<file path="src/hw/rtl/sle_pkg.sv">
// Shared types and codes of the sequential list engine.
`default_nettype none

package sle_pkg;

  localparam int unsigned OpW  = 3;
  localparam int unsigned PosW = 5;
  localparam int unsigned ValW = 32;
  localparam int unsigned StsW = 2;

  typedef enum logic [OpW-1:0] {
    OP_GET     = 3'd0,
    OP_LOCATE  = 3'd1,
    OP_INSERT  = 3'd2,
    OP_DELETE  = 3'd3,
    OP_ORDERED = 3'd4
  } op_e;

  typedef enum logic [StsW-1:0] {
    ST_OK    = 2'd0,
    ST_RANGE = 2'd1,
    ST_FULL  = 2'd2
  } status_e;

  typedef struct packed {
    status_e             status;
    logic [ValW-1:0]     read_value;
    logic [PosW-1:0]     found_position;
    logic [PosW-1:0]     count_after;
  } result_t;

endpackage

`default_nettype wire

</file>
<file path="src/hw/rtl/sle_ram.sv">
// Entry store: one write port and one registered read port.
`default_nettype none

module sle_ram
  import sle_pkg::*;
#(
  parameter int unsigned DEPTH = 16,
  parameter int unsigned AW    = 4
) (
  input  wire logic            clk_i,
  input  wire logic            we_i,
  input  wire logic [AW-1:0]   waddr_i,
  input  wire logic [ValW-1:0] wdata_i,
  input  wire logic [AW-1:0]   raddr_i,
  output logic      [ValW-1:0] rdata_o
);

  logic [ValW-1:0] mem_q [DEPTH];

  always_ff @(posedge clk_i) begin
    if (we_i) begin
      mem_q[waddr_i] <= wdata_i;
    end
  end

  always_ff @(posedge clk_i) begin
    rdata_o <= mem_q[raddr_i];
  end

endmodule

`default_nettype wire

</file>
<file path="src/hw/rtl/sle_cmp.sv">
// Shared compare unit: equality and signed less-than on one stored word.
`default_nettype none

module sle_cmp
  import sle_pkg::*;
(
  input  wire logic [ValW-1:0] a_i,
  input  wire logic [ValW-1:0] b_i,
  output logic                 eq_o,
  output logic                 lt_o
);

  assign eq_o = (a_i == b_i);
  assign lt_o = ($signed(a_i) < $signed(b_i));

endmodule

`default_nettype wire

</file>
<file path="src/hw/rtl/sle_seq.sv">
// Request sequencer: scans and shifts the entry store one word per cycle.
`default_nettype none

module sle_seq
  import sle_pkg::*;
#(
  parameter int unsigned DEPTH = 16,
  parameter int unsigned AW    = 4,
  parameter int unsigned CW    = 5
) (
  input  wire logic            clk_i,
  input  wire logic            rst_ni,
  // request side
  input  wire logic            start_i,
  input  wire logic [OpW-1:0]  op_i,
  input  wire logic [PosW-1:0] pos_i,
  input  wire logic [ValW-1:0] val_i,
  output logic                 ready_o,
  // result side
  input  wire logic            out_free_i,
  output logic                 done_o,
  output result_t              res_o,
  // entry store
  output logic                 we_o,
  output logic      [AW-1:0]   waddr_o,
  output logic      [ValW-1:0] wdata_o,
  output logic      [AW-1:0]   raddr_o,
  input  wire logic [ValW-1:0] rdata_i,
  // compare unit
  output logic      [ValW-1:0] cmp_a_o,
  output logic      [ValW-1:0] cmp_b_o,
  input  wire logic            cmp_eq_i,
  input  wire logic            cmp_lt_i
);

  localparam int unsigned XW = CW + PosW;

  typedef enum logic [9:0] {
    S_IDLE   = 10'b00_0000_0001,
    S_DECODE = 10'b00_0000_0010,
    S_GET    = 10'b00_0000_0100,
    S_SCAN   = 10'b00_0000_1000,
    S_DEL    = 10'b00_0001_0000,
    S_SHDN   = 10'b00_0010_0000,
    S_OPEN   = 10'b00_0100_0000,
    S_SHUP   = 10'b00_1000_0000,
    S_PUT    = 10'b01_0000_0000,
    S_DONE   = 10'b10_0000_0000
  } state_e;

  state_e          state_q, state_d;
  logic [CW-1:0]   count_q, count_d;
  logic [CW-1:0]   idx_q, idx_d;
  logic [CW-1:0]   j_q, j_d;
  op_e             op_q, op_d;
  logic [PosW-1:0] pos_q, pos_d;
  logic [ValW-1:0] val_q, val_d;
  status_e         sts_q, sts_d;
  logic [ValW-1:0] rd_q, rd_d;
  logic [PosW-1:0] found_q, found_d;

  logic [XW-1:0]   pos_x, cnt_x, found_x;
  logic [CW-1:0]   pos_idx;
  logic [CW-1:0]   raddr_w;
  logic            bad_rd, bad_ins, full, empty, last;

  assign pos_x   = {{CW{1'b0}}, pos_q};
  assign cnt_x   = {{PosW{1'b0}}, count_q};
  assign found_x = {{PosW{1'b0}}, idx_q} + XW'(1);
  assign pos_idx = CW'(pos_x - XW'(1));
  assign bad_rd  = (pos_q == '0) || (pos_x > cnt_x);
  assign bad_ins = (pos_q == '0) || (pos_x > cnt_x + XW'(1));
  assign full    = (count_q == CW'(DEPTH));
  assign empty   = (count_q == '0);
  assign last    = (idx_q + CW'(1) == count_q);

  assign cmp_a_o = rdata_i;
  assign cmp_b_o = val_q;
  assign raddr_o = raddr_w[AW-1:0];

  always_comb begin
    state_d = state_q;
    count_d = count_q;
    idx_d   = idx_q;
    j_d     = j_q;
    op_d    = op_q;
    pos_d   = pos_q;
    val_d   = val_q;
    sts_d   = sts_q;
    rd_d    = rd_q;
    found_d = found_q;
    raddr_w = '0;
    we_o    = 1'b0;
    waddr_o = '0;
    wdata_o = rdata_i;
    ready_o = 1'b0;
    done_o  = 1'b0;

    unique case (state_q)
      S_IDLE: begin
        ready_o = 1'b1;
        if (start_i) begin
          op_d    = op_e'(op_i);
          pos_d   = pos_i;
          val_d   = val_i;
          sts_d   = ST_OK;
          rd_d    = '0;
          found_d = '0;
          state_d = S_DECODE;
        end
      end
      S_DECODE: begin
        case (op_q)
          OP_GET: begin
            if (bad_rd) begin
              sts_d   = ST_RANGE;
              state_d = S_DONE;
            end else begin
              raddr_w = pos_idx;
              state_d = S_GET;
            end
          end
          OP_LOCATE: begin
            if (empty) begin
              state_d = S_DONE;
            end else begin
              idx_d   = '0;
              state_d = S_SCAN;
            end
          end
          OP_INSERT: begin
            if (bad_ins) begin
              sts_d   = ST_RANGE;
              state_d = S_DONE;
            end else if (full) begin
              sts_d   = ST_FULL;
              state_d = S_DONE;
            end else begin
              idx_d   = pos_idx;
              state_d = S_OPEN;
            end
          end
          OP_DELETE: begin
            if (bad_rd) begin
              sts_d   = ST_RANGE;
              state_d = S_DONE;
            end else begin
              raddr_w = pos_idx;
              idx_d   = pos_idx;
              state_d = S_DEL;
            end
          end
          OP_ORDERED: begin
            if (full) begin
              sts_d   = ST_FULL;
              state_d = S_DONE;
            end else begin
              idx_d   = '0;
              state_d = empty ? S_OPEN : S_SCAN;
            end
          end
          default: begin
            state_d = S_DONE;
          end
        endcase
      end
      S_GET: begin
        rd_d    = rdata_i;
        state_d = S_DONE;
      end
      S_SCAN: begin
        // word at idx_q is on the read port; fetch the next one meanwhile
        raddr_w = idx_q + CW'(1);
        if (op_q == OP_LOCATE) begin
          if (cmp_eq_i) begin
            found_d = found_x[PosW-1:0];
            state_d = S_DONE;
          end else if (last) begin
            state_d = S_DONE;
          end else begin
            idx_d = idx_q + CW'(1);
          end
        end else begin
          if (!cmp_lt_i) begin
            state_d = S_OPEN;
          end else if (last) begin
            idx_d   = count_q;
            state_d = S_OPEN;
          end else begin
            idx_d = idx_q + CW'(1);
          end
        end
      end
      S_OPEN: begin
        if (idx_q == count_q) begin
          state_d = S_PUT;
        end else begin
          raddr_w = count_q - CW'(1);
          j_d     = count_q;
          state_d = S_SHUP;
        end
      end
      S_SHUP: begin
        we_o    = 1'b1;
        waddr_o = j_q[AW-1:0];
        raddr_w = j_q - CW'(2);
        if (j_q - CW'(1) == idx_q) begin
          state_d = S_PUT;
        end else begin
          j_d = j_q - CW'(1);
        end
      end
      S_PUT: begin
        we_o    = 1'b1;
        waddr_o = idx_q[AW-1:0];
        wdata_o = val_q;
        count_d = count_q + CW'(1);
        state_d = S_DONE;
      end
      S_DEL: begin
        rd_d = rdata_i;
        if (last) begin
          count_d = count_q - CW'(1);
          state_d = S_DONE;
        end else begin
          raddr_w = idx_q + CW'(1);
          j_d     = idx_q;
          state_d = S_SHDN;
        end
      end
      S_SHDN: begin
        we_o    = 1'b1;
        waddr_o = j_q[AW-1:0];
        raddr_w = j_q + CW'(2);
        if (j_q + CW'(2) == count_q) begin
          count_d = count_q - CW'(1);
          state_d = S_DONE;
        end else begin
          j_d = j_q + CW'(1);
        end
      end
      S_DONE: begin
        done_o = 1'b1;
        if (out_free_i) begin
          state_d = S_IDLE;
        end
      end
      default: begin
        state_d = S_IDLE;
      end
    endcase
  end

  assign res_o.status         = sts_q;
  assign res_o.read_value     = rd_q;
  assign res_o.found_position = found_q;
  assign res_o.count_after    = cnt_x[PosW-1:0];

  always_ff @(posedge clk_i or negedge rst_ni) begin
    if (!rst_ni) begin
      state_q <= S_IDLE;
      count_q <= '0;
    end else begin
      state_q <= state_d;
      count_q <= count_d;
    end
  end

  always_ff @(posedge clk_i) begin
    idx_q   <= idx_d;
    j_q     <= j_d;
    op_q    <= op_d;
    pos_q   <= pos_d;
    val_q   <= val_d;
    sts_q   <= sts_d;
    rd_q    <= rd_d;
    found_q <= found_d;
  end

endmodule

`default_nettype wire

</file>
<file path="src/hw/rtl/sequential_list_engine.sv">
// Top level of the sequential list engine: stream ports, sequencer, store and result register.
`default_nettype none

// Array list of up to DEPTH signed 32-bit words with a length count. Each input word is one
// request (get, locate, insert at position, delete at position, ordered insert) and produces
// exactly one result word. The block takes one request at a time: s_axis_tready_o is high
// only while the sequencer is idle. Entries live in a single-port-write, single-port-read
// memory with registered read data, so every scan or shift moves one entry per cycle. Get
// reads the entry at the position; locate compares entries from the first until a match or
// the last entry; insert at position moves the entries from that position on up by one;
// delete at position moves the entries after it down by one; ordered insert compares up to
// the insert point and moves the entries from there on up by one. Rejected requests (bad
// position, full list) finish after the decode cycle and leave the list untouched. The result
// sits in an output register; the next request is accepted while it still waits, and a later
// result holds in the sequencer until that register frees up. The entry store is not cleared
// at reset; only entries below the count are ever used. count_after and found_position
// carry the low five bits of their values.

module sequential_list_engine
  import sle_pkg::*;
#(
  parameter int unsigned DEPTH = 16
) (
  input  wire logic        clk_i,
  input  wire logic        rst_ni,
  // request stream
  input  wire logic        s_axis_tvalid_i,
  output logic             s_axis_tready_o,
  input  wire logic [39:0] s_axis_tdata_i,  // position[4:0], value[36:5], zero pad
  input  wire logic [2:0]  s_axis_tuser_i,  // operation[2:0]
  // result stream
  output logic             m_axis_tvalid_o,
  input  wire logic        m_axis_tready_i,
  output logic      [47:0] m_axis_tdata_o,  // read_value[31:0], found_position[36:32],
                                            // count_after[41:37], zero pad
  output logic      [1:0]  m_axis_tuser_o   // status[1:0]
);

  localparam int unsigned AW = $clog2(DEPTH);
  localparam int unsigned CW = $clog2(DEPTH + 1);

  logic            start, seq_ready, seq_done, out_free;
  result_t         seq_res;
  logic            we;
  logic [AW-1:0]   waddr, raddr;
  logic [ValW-1:0] wdata, rdata;
  logic [ValW-1:0] cmp_a, cmp_b;
  logic            cmp_eq, cmp_lt;

  logic            m_valid_q, m_valid_d;
  result_t         m_res_q;

  // a request word is taken when the sequencer is idle
  assign s_axis_tready_o = seq_ready;
  assign start           = s_axis_tvalid_i & seq_ready;

  // result register frees up when empty or when its word is taken this cycle
  assign out_free = !m_valid_q || m_axis_tready_i;

  sle_seq #(
    .DEPTH (DEPTH),
    .AW    (AW),
    .CW    (CW)
  ) u_seq (
    .clk_i      (clk_i),
    .rst_ni     (rst_ni),
    .start_i    (start),
    .op_i       (s_axis_tuser_i),
    .pos_i      (s_axis_tdata_i[4:0]),
    .val_i      (s_axis_tdata_i[36:5]),
    .ready_o    (seq_ready),
    .out_free_i (out_free),
    .done_o     (seq_done),
    .res_o      (seq_res),
    .we_o       (we),
    .waddr_o    (waddr),
    .wdata_o    (wdata),
    .raddr_o    (raddr),
    .rdata_i    (rdata),
    .cmp_a_o    (cmp_a),
    .cmp_b_o    (cmp_b),
    .cmp_eq_i   (cmp_eq),
    .cmp_lt_i   (cmp_lt)
  );

  sle_ram #(
    .DEPTH (DEPTH),
    .AW    (AW)
  ) u_ram (
    .clk_i   (clk_i),
    .we_i    (we),
    .waddr_i (waddr),
    .wdata_i (wdata),
    .raddr_i (raddr),
    .rdata_o (rdata)
  );

  sle_cmp u_cmp (
    .a_i  (cmp_a),
    .b_i  (cmp_b),
    .eq_o (cmp_eq),
    .lt_o (cmp_lt)
  );

  // load a finished result, drop the held word once it is taken
  always_comb begin
    m_valid_d = m_valid_q;
    if (seq_done && out_free) begin
      m_valid_d = 1'b1;
    end else if (m_axis_tready_i) begin
      m_valid_d = 1'b0;
    end
  end

  always_ff @(posedge clk_i or negedge rst_ni) begin
    if (!rst_ni) begin
      m_valid_q <= 1'b0;
    end else begin
      m_valid_q <= m_valid_d;
    end
  end

  always_ff @(posedge clk_i) begin
    if (seq_done && out_free) begin
      m_res_q <= seq_res;
    end
  end

  assign m_axis_tvalid_o = m_valid_q;
  assign m_axis_tuser_o  = m_res_q.status;
  assign m_axis_tdata_o  = {6'd0, m_res_q.count_after, m_res_q.found_position,
                            m_res_q.read_value};

endmodule

`default_nettype wire
</file>
<file path="config.mk">
export PLATFORM = sky130hd
export DESIGN_NAME = sequential_list_engine
export DESIGN_NICKNAME = d
export VERILOG_FILES = /design/src/hw/rtl/sle_pkg.sv /design/src/hw/rtl/sle_ram.sv /design/src/hw/rtl/sle_cmp.sv /design/src/hw/rtl/sle_seq.sv /design/src/hw/rtl/sequential_list_engine.sv
export SDC_FILE = /design/constraint.sdc
export NUM_CORES = 1
export LEC_CHECK = 0
export ABC_AREA = 0
export BUFFER_PORTS_ARGS = -buffer_cell sky130_fd_sc_hd__buf_2
export CELL_PAD_IN_SITES_DETAIL_PLACEMENT = 1
export CELL_PAD_IN_SITES_GLOBAL_PLACEMENT = 1
export CORE_AREA = 2 2 226 228
export CTS_CLUSTER_DIAMETER = 30
export DETAILED_ROUTE_END_ITERATION = 10
export DIE_AREA = 0 0 228 230
export PLACE_DENSITY_LB_ADDON = 0.1
export SKIP_CTS_REPAIR_TIMING = 1
export SYNTH_ARGS = -nofsm -noshare
export SYNTH_HDL_FRONTEND = slang
export SYNTH_SLANG_ARGS = --single-unit
</file>
<file path="constraint.sdc">
create_clock -name clk_i -period 13.1 [get_ports clk_i]
set_input_delay 0 -clock clk_i [delete_from_list [all_inputs] [get_ports clk_i]]
set_output_delay 0 -clock clk_i [all_outputs]
set_load 0.05 [all_outputs]
</file>
# After elaboration in Yosys (flattened, before gate mapping)
# Memories as Yosys holds them, arrays and structs flattened. A register that Yosys moved wholly into a read port is not among the register bits.
# Index checks and enable logic that the tools add are counted.
dict set report word_totals {
  memories 1
  in_bits 47
  mem_bits_rw 512
  latchBits 0
  wordCells 168
  reg_bits 149
  rom_bits 0
}
dict set report classes {
  eq_ne 44
  order_cmp 3
  div 0
  n_reduce_logical 28
  add_sub_neg 10
  shift 0
  bitwise_logic 1
  muxes 66
  n_mul 0
}
# memory depth word_bits rd rd_ports_with_merged_regs write_ports line_no
set mem_list {}
lappend mem_list {u_ram.mem_q 16 32 1 1 1 sle_ram.sv:18} ;# logic [ValW-1:0] mem_q [DEPTH];
# cell count
set ops {}
lappend ops {{10-bit two-way mux} 16}
lappend ops {{5-bit two-way mux} 19}
lappend ops {{10-bit one-hot mux with 9 select lines} 1}
lappend ops {{32-bit two-way mux} 2}
lappend ops {{32-bit one-hot mux with 2 select lines} 1}
lappend ops {{10-bit one-hot mux with 5 select lines} 1}
lappend ops {{5-bit one-hot mux with 4 select lines} 2}
lappend ops {{32-bit equality test} 1}
lappend ops {{32-bit less-than comparator} 1}
lappend ops {{4-bit one-hot mux with 6 select lines} 1}
lappend ops {{3-bit inequality test, second input constant} 7}
lappend ops {{5-bit by 1-bit adder with 5-bit output, second input constant} 4}
lappend ops {{5-bit equality test} 4}
lappend ops {{5-bit one-hot mux with 2 select lines} 2}
lappend ops {{4-bit two-way mux} 4}
lappend ops {{5-bit one-hot mux with 3 select lines} 1}
lappend ops {{5-bit by 1-bit subtractor with 5-bit output, second input constant} 3}
lappend ops {{2-bit inequality test, second input constant} 7}
lappend ops {{10-bit by 1-bit equality test with 1-bit output, second input constant} 1}
lappend ops {{10-bit equality test, second input constant} 1}
lappend ops {{10-bit by 2-bit equality test with 1-bit output, second input constant} 1}
lappend ops {{10-bit by 3-bit equality test with 1-bit output, second input constant} 1}
lappend ops {{10-bit by 4-bit equality test with 1-bit output, second input constant} 1}
lappend ops {{10-bit by 5-bit equality test with 1-bit output, second input constant} 1}
lappend ops {{other kinds (43)} 69}

# Logic depth before layout (Yosys ltp)
dict set report depth {
  word_depth 6
  ltp_mapped 13
  mapped_depth_nobuf 12
}

# By module
# From an unflattened synthesis, not the netlist that was laid out.
dict set report hier_totals {
  hier_cells 1599
  hier_area_um2 28235.8
}
# module cells_each n_inst area_per_inst_um2
set modules_own_cells {}
lappend modules_own_cells {sle_ram 838 1 19835.3}
lappend modules_own_cells {sle_seq 592 1 6149.6}
lappend modules_own_cells {sequential_list_engine 56 1 1430.1}
lappend modules_own_cells {sle_cmp 113 1 820.8}

# Worst setup path after synthesis
# No wires, ideal clock.
dict set report synth_timing {
  path_kind {reg2reg}
  start {reg u_seq.state_q[7]}
  end {reg m_res_q, in the netlist m_axis_tdata_o[0], enable pin}
  t_arrival_ps 3802
  stages_incl_launch_ff 6
  setup_ps 450
  required_ps 12650
  path_slack_ps 8847
  path_cell_list {dfrtp_1 clkbuf_1 or3_1 or3_1 or3b_2 nor2b_1}
}
dict set report synth_via {
  elab_chain_cells 3
}
# item line_no
set synth_rtl {}
lappend synth_rtl {{from (decl)} sle_seq.sv:51} ;# state_e state_q, state_d;
lappend synth_rtl {{from (signal assigned)} sle_seq.sv:264} ;# state_q <= state_d;
lappend synth_rtl {{10-bit equality test} sle_seq.sv:99} ;# unique case (state_q)
lappend synth_rtl {{1-bit two-way mux} sle_seq.sv:99}
lappend synth_rtl {{1-bit logical AND} sequential_list_engine.sv:124} ;# if (seq_done && out_free) begin
lappend synth_rtl {{to (signal assigned)} sequential_list_engine.sv:125} ;# m_res_q <= seq_res;
lappend synth_rtl {{to (decl)} sequential_list_engine.sv:51} ;# result_t m_res_q;
# Every way passes these cells.
# A chain may end at the register's enable or synchronous reset.

# Worst setup path after layout
dict set report layout_timing {
  start {reg u_seq.idx_q[0]}
  end {reg u_ram.rdata_o[11] (read register of u_ram.mem_q)}
}
dict set report layout_via {
  elab_chain_cells 4
  elab_cells_between_ends 6
  classes_between {add/sub (1); eq/ne (2); mux (3)}
}
# item line_no
set layout_rtl {}
lappend layout_rtl {{from (decl)} sle_seq.sv:53} ;# logic [CW-1:0] idx_q, idx_d;
lappend layout_rtl {{from (signal assigned)} sle_seq.sv:270} ;# idx_q <= idx_d;
lappend layout_rtl {{5-bit by 1-bit adder with 5-bit output} sle_seq.sv:75} ;# assign last = (idx_q + CW'(1) == count_q);
lappend layout_rtl {{5-bit equality test} sle_seq.sv:75}
lappend layout_rtl {{4-bit two-way mux} sle_seq.sv:222} ;# if (last) begin
lappend layout_rtl {{4-bit one-hot mux with 6 select lines *} sle_seq.sv:99}
lappend layout_rtl {{to (decl)} sle_ram.sv:15} ;# output logic [ValW-1:0] rdata_o
# Mark *: on every way between the ends. The rest lies on a longest branch, timed or not.

==> impl_results.md <==
* Status: finished, final reports clean
* Power Dens Cells at 198 mW/mm2
* Total power at between 0.006 and 0.007 W
* Initial antenna violation count at 1
* I/O pins at slightly below 100
* H-Tree Depth at 4
* Commonest register cell after synthesis: edfxtp_1
* Pin count of the biggest net entering global routing at 142
* Number of enable flip-flop cells after synthesis at about 650
* Final Util at 69.4%
* Die width at between 200 and 250 um
* Max-cap check violation count at 0
* Drt first pass iters at 5
* Startpoint Class: flop
* Critical Path RT at roughly 14000 ps
* Ys Warns at 0
* Worst slew pin tran at approximately 1200 ps
* Most frequent cell on the critical path: xnor2_1
* Die Y-Extent at about 230 um
* Final ANT Viol Nets at 0
* Leak Pwr at roughly 14 nW
* DR DRC count at 0
* Final period utilization at around 42%
* Final Slew Violations at 0
* WP buf/inv at 1
* Final min period at around 5500 ps
* Via count at between 15000 and 20000
* Count leader, synth: edfxtp_1
* Ant. Diodes at 0
* Final Hold Fails at 0
* Grt ovf at 0
* Setup TNS at 0 ps
* Setup crit end kind: flop
* Post-Synthesis Cells at between 1500 and 2000
* Number of global-route vias before repair at 18834
* Final HPWL DP at 40800 um
* Nets at approximately 2100
* VDD IR-drop max at 153 uV
* Worst-Skew Late Latency at around 720 ps
* Max frequency at around 180 MHz
* Final clock skew at 35.6 ps
* Total track usage at between 30 and 40%
* Worst reg2reg path depth at 10
* WL per Instance at between 30 and 40 um
* Hold EP: u_seq.pos_q[1]
* TritonCTS Buffers at approximately 140
* Reg2reg start: u_seq.idx_q[0]
* #FFs+latches synth at around 690
* Worst-path fanout max at between 60 and 70
* Class of the worst hold path: input port to flop
* WP data arrival at roughly 6100 ps
* Synth top area cells: edfxtp_1 69%, mux2i_1 9.2%, o22ai_1 3.1%
* Num Clock Sinks at about 700
* Final Hold Slack at approximately 10 ps
* Cell variety after synth at approximately 70
* Initial core utilization at ~56%
* Critical Path Source: u_seq.idx_q[0]
* Critical path depth in cells at 10
* PortBufs at between 80 and 90
* FF-to-FF End: u_ram.rdata_o[11]
* Wirelength, routed at 86600 um
* Cell type with the largest total area after synthesis: edfxtp_1
* Setup Crit Path Kind: flop to flop
* Core area at ~0.050 mm2
* Syn-to-layout area delta at 23.1%
* Crit-path slowest cell: buf_4
* Share of the yosys chip area belonging to registers at just over 70%
* Flop-to-flop setup slack at about 7600 ps
* Clock root cell: clkbuf_16
* Die area at around 0.052 mm2
* CTS tree: yes
* DRT iter0 DRCs at 1749
* Largest delay share family, worst path: compound AO/OA/AOI/OAI gates
* Ys async rst share at roughly 2.3%
* FILL cells at ~4300
* Slew headroom at a little under a fifth
* Share of layout cells above drive strength 1 at approximately a fifth
* Commonest cells post-synth: 645 x edfxtp_1, 257 x mux2i_1, 138 x o22ai_1
* First-pass GRT wire length at about 120000 um
* Slowest cell delay on critical path at slightly above 1000 ps
* RSZ-0062 raised after global routing: no
* GPL Wtd Cong at 0.865
* Synthesized area at roughly 0.028 mm2
* Worst hold path startpoint: s_axis_tdata_i[1]
* Setup violations, final at 0
* Mapped Avg Cell Area at between 15 and 20 um2
* Hold depth at 2
* Worst-path clk slew at 50 ps
* Max Root-Sink Buffers at 3
* Synth top area share at between 60% and 70%
* Num rows at a little over 80
* Routed vias/inst at between 6 and 7
* CP Cell Sequence: ha_1 -> xnor2_1 -> xnor2_1 -> nand4_1 -> a21oi_1 -> o221a_4 -> buf_4 -> mux2i_1 -> o22ai_1 -> or4_1
==> metrics by stage <==
stage          worst slack, ps  instance area [um2]  instances
5_1_grt                   7310                34600       2811
3_5_place_dp              7690                29500       2502
2_1_floorplan             8850                28100       1775
6_report                  7570                34600       2811
3_3_place_gp              7800                29500       2502
4_1_cts                   7570                34100       2758
==> routing by layer <==
| metal | track usage (%) | vias to the layer above | share of wire (%) |
|---|---|---|---|
| li1 | - | 7466 | - |
| met1 | 39.9 | 9032 | 38 |
| met2 | 55.5 | 846 | 51 |
| met3 | 6.87 | 222 | 7.0 |
| met4 | 13.5 | 2 | 3.4 |
| met5 | 0 | - | 0.015 |
==> where the power goes <==
part / switching, W / internal (W) / leakage (nW) / total (W)
registers: 0.0000797 / 0.00261 / 6.33 / 0.00269
clock network: 0.00123 / 0.00223 / 2.23 / 0.00346
logic: 0.000472 / 0.000215 / 5.43 / 0.000687
==> worst max-delay path by stage <==
stage | end | slack (ps)
2_1_floorplan | m_axis_tdata_o[0] | 8850
3_3_place_gp | u_ram.rdata_o[11] | 7800
3_5_place_dp | u_ram.rdata_o[11] | 7690
4_1_cts | u_ram.rdata_o[11] | 7570
5_1_grt | u_ram.rdata_o[11] | 7310
6_report | u_ram.rdata_o[11] | 7570
==> final cells by class <==
cell class,instances,area (um2),share of cell area [%]
well taps,672,841,2.43
repair buffers,204,1450,4.20
clock inverters,88,867,2.50
multi-input cells,932,7130,20.6
inverters,54,203,0.586
clock buffers,168,3710,10.7
flip-flops and latches,693,20400,59.0
==> registers in the layout, summed over array words and instances, names as in the netlist <==
register         count
u_ram.mem_q        512
m_axis_tdata_o      42
u_ram.rdata_o       32
u_seq.cmp_b_o       32
u_seq.rd_q          32
u_seq.state_q       10
u_seq.count_q        5
u_seq.found_q        5
u_seq.idx_q          5
u_seq.j_q            5
u_seq.pos_q          5
u_seq.op_q           3
m_axis_tuser_o       2
u_seq.sts_q          2
m_axis_tvalid_o      1
==> worst register-to-register path: cells and delay by family (launching register included) <==
| family | cells | cell delay, ps |
|---|---|---|
| AOI/OAI and AO/OA | 3 | 1380 |
| xor gates and xnor gates | 2 | 580 |
| adders and majority gates | 1 | 370 |
| buffers and inverters | 1 | 1070 |
| DFF | 1 | 620 |
| muxes | 1 | 390 |
| and+or+nand+nor | 2 | 940 |
==> cells in the final DEF, fill, tap and decap left out, drive strengths merged, types with 3 or more instances in the layout <==
cell	synthesis	layout
nor3b	5	5
or2	5	5
clkinvlp	0	13
dlygate4sd3	0	53
inv	54	69
and2	35	35
a211oi	5	5
o32a	5	5
o22ai	139	139
nand3	22	22
and4	3	3
a221o	5	5
a211o	5	5
a21boi	3	3
dfxtp	32	32
edfxtp	645	645
clkbuf	29	168
o21bai	3	3
conb	1	6
o21ai	57	57
nand4	13	13
or3	10	10
nand2	73	73
xnor2	34	34
nand2b	7	7
mux2i	257	257
o21a	3	3
ha	51	51
clkinv	0	50
xor2	10	10
nor2b	6	6
nor3	15	15
nor2	48	48
dfrtp	15	15
or4	34	34
buf	67	151
nor4	7	7
bufinv	0	10
a21oi	35	35
==> kinds of logic (layout without fill, tap and decap cells) <==
| group | count (synthesis) | count (layout) | share of synthesized area [%] |
|---|---|---|---|
| AOI/OAI and AO/OA | 284 | 284 | 6.41 |
| xor gates and xnor gates | 44 | 44 | 1.37 |
| adders and majority gates | 51 | 51 | 2.27 |
| buffers and inverters | 150 | 514 | 2.63 |
| DFF | 693 | 693 | 72.6 |
| muxes | 258 | 258 | 9.19 |
| other | 1 | 6 | 0.0133 |
| and+or+nand+nor | 289 | 289 | 5.50 |
No activity file was read; power rests on OpenSTA's default activity.
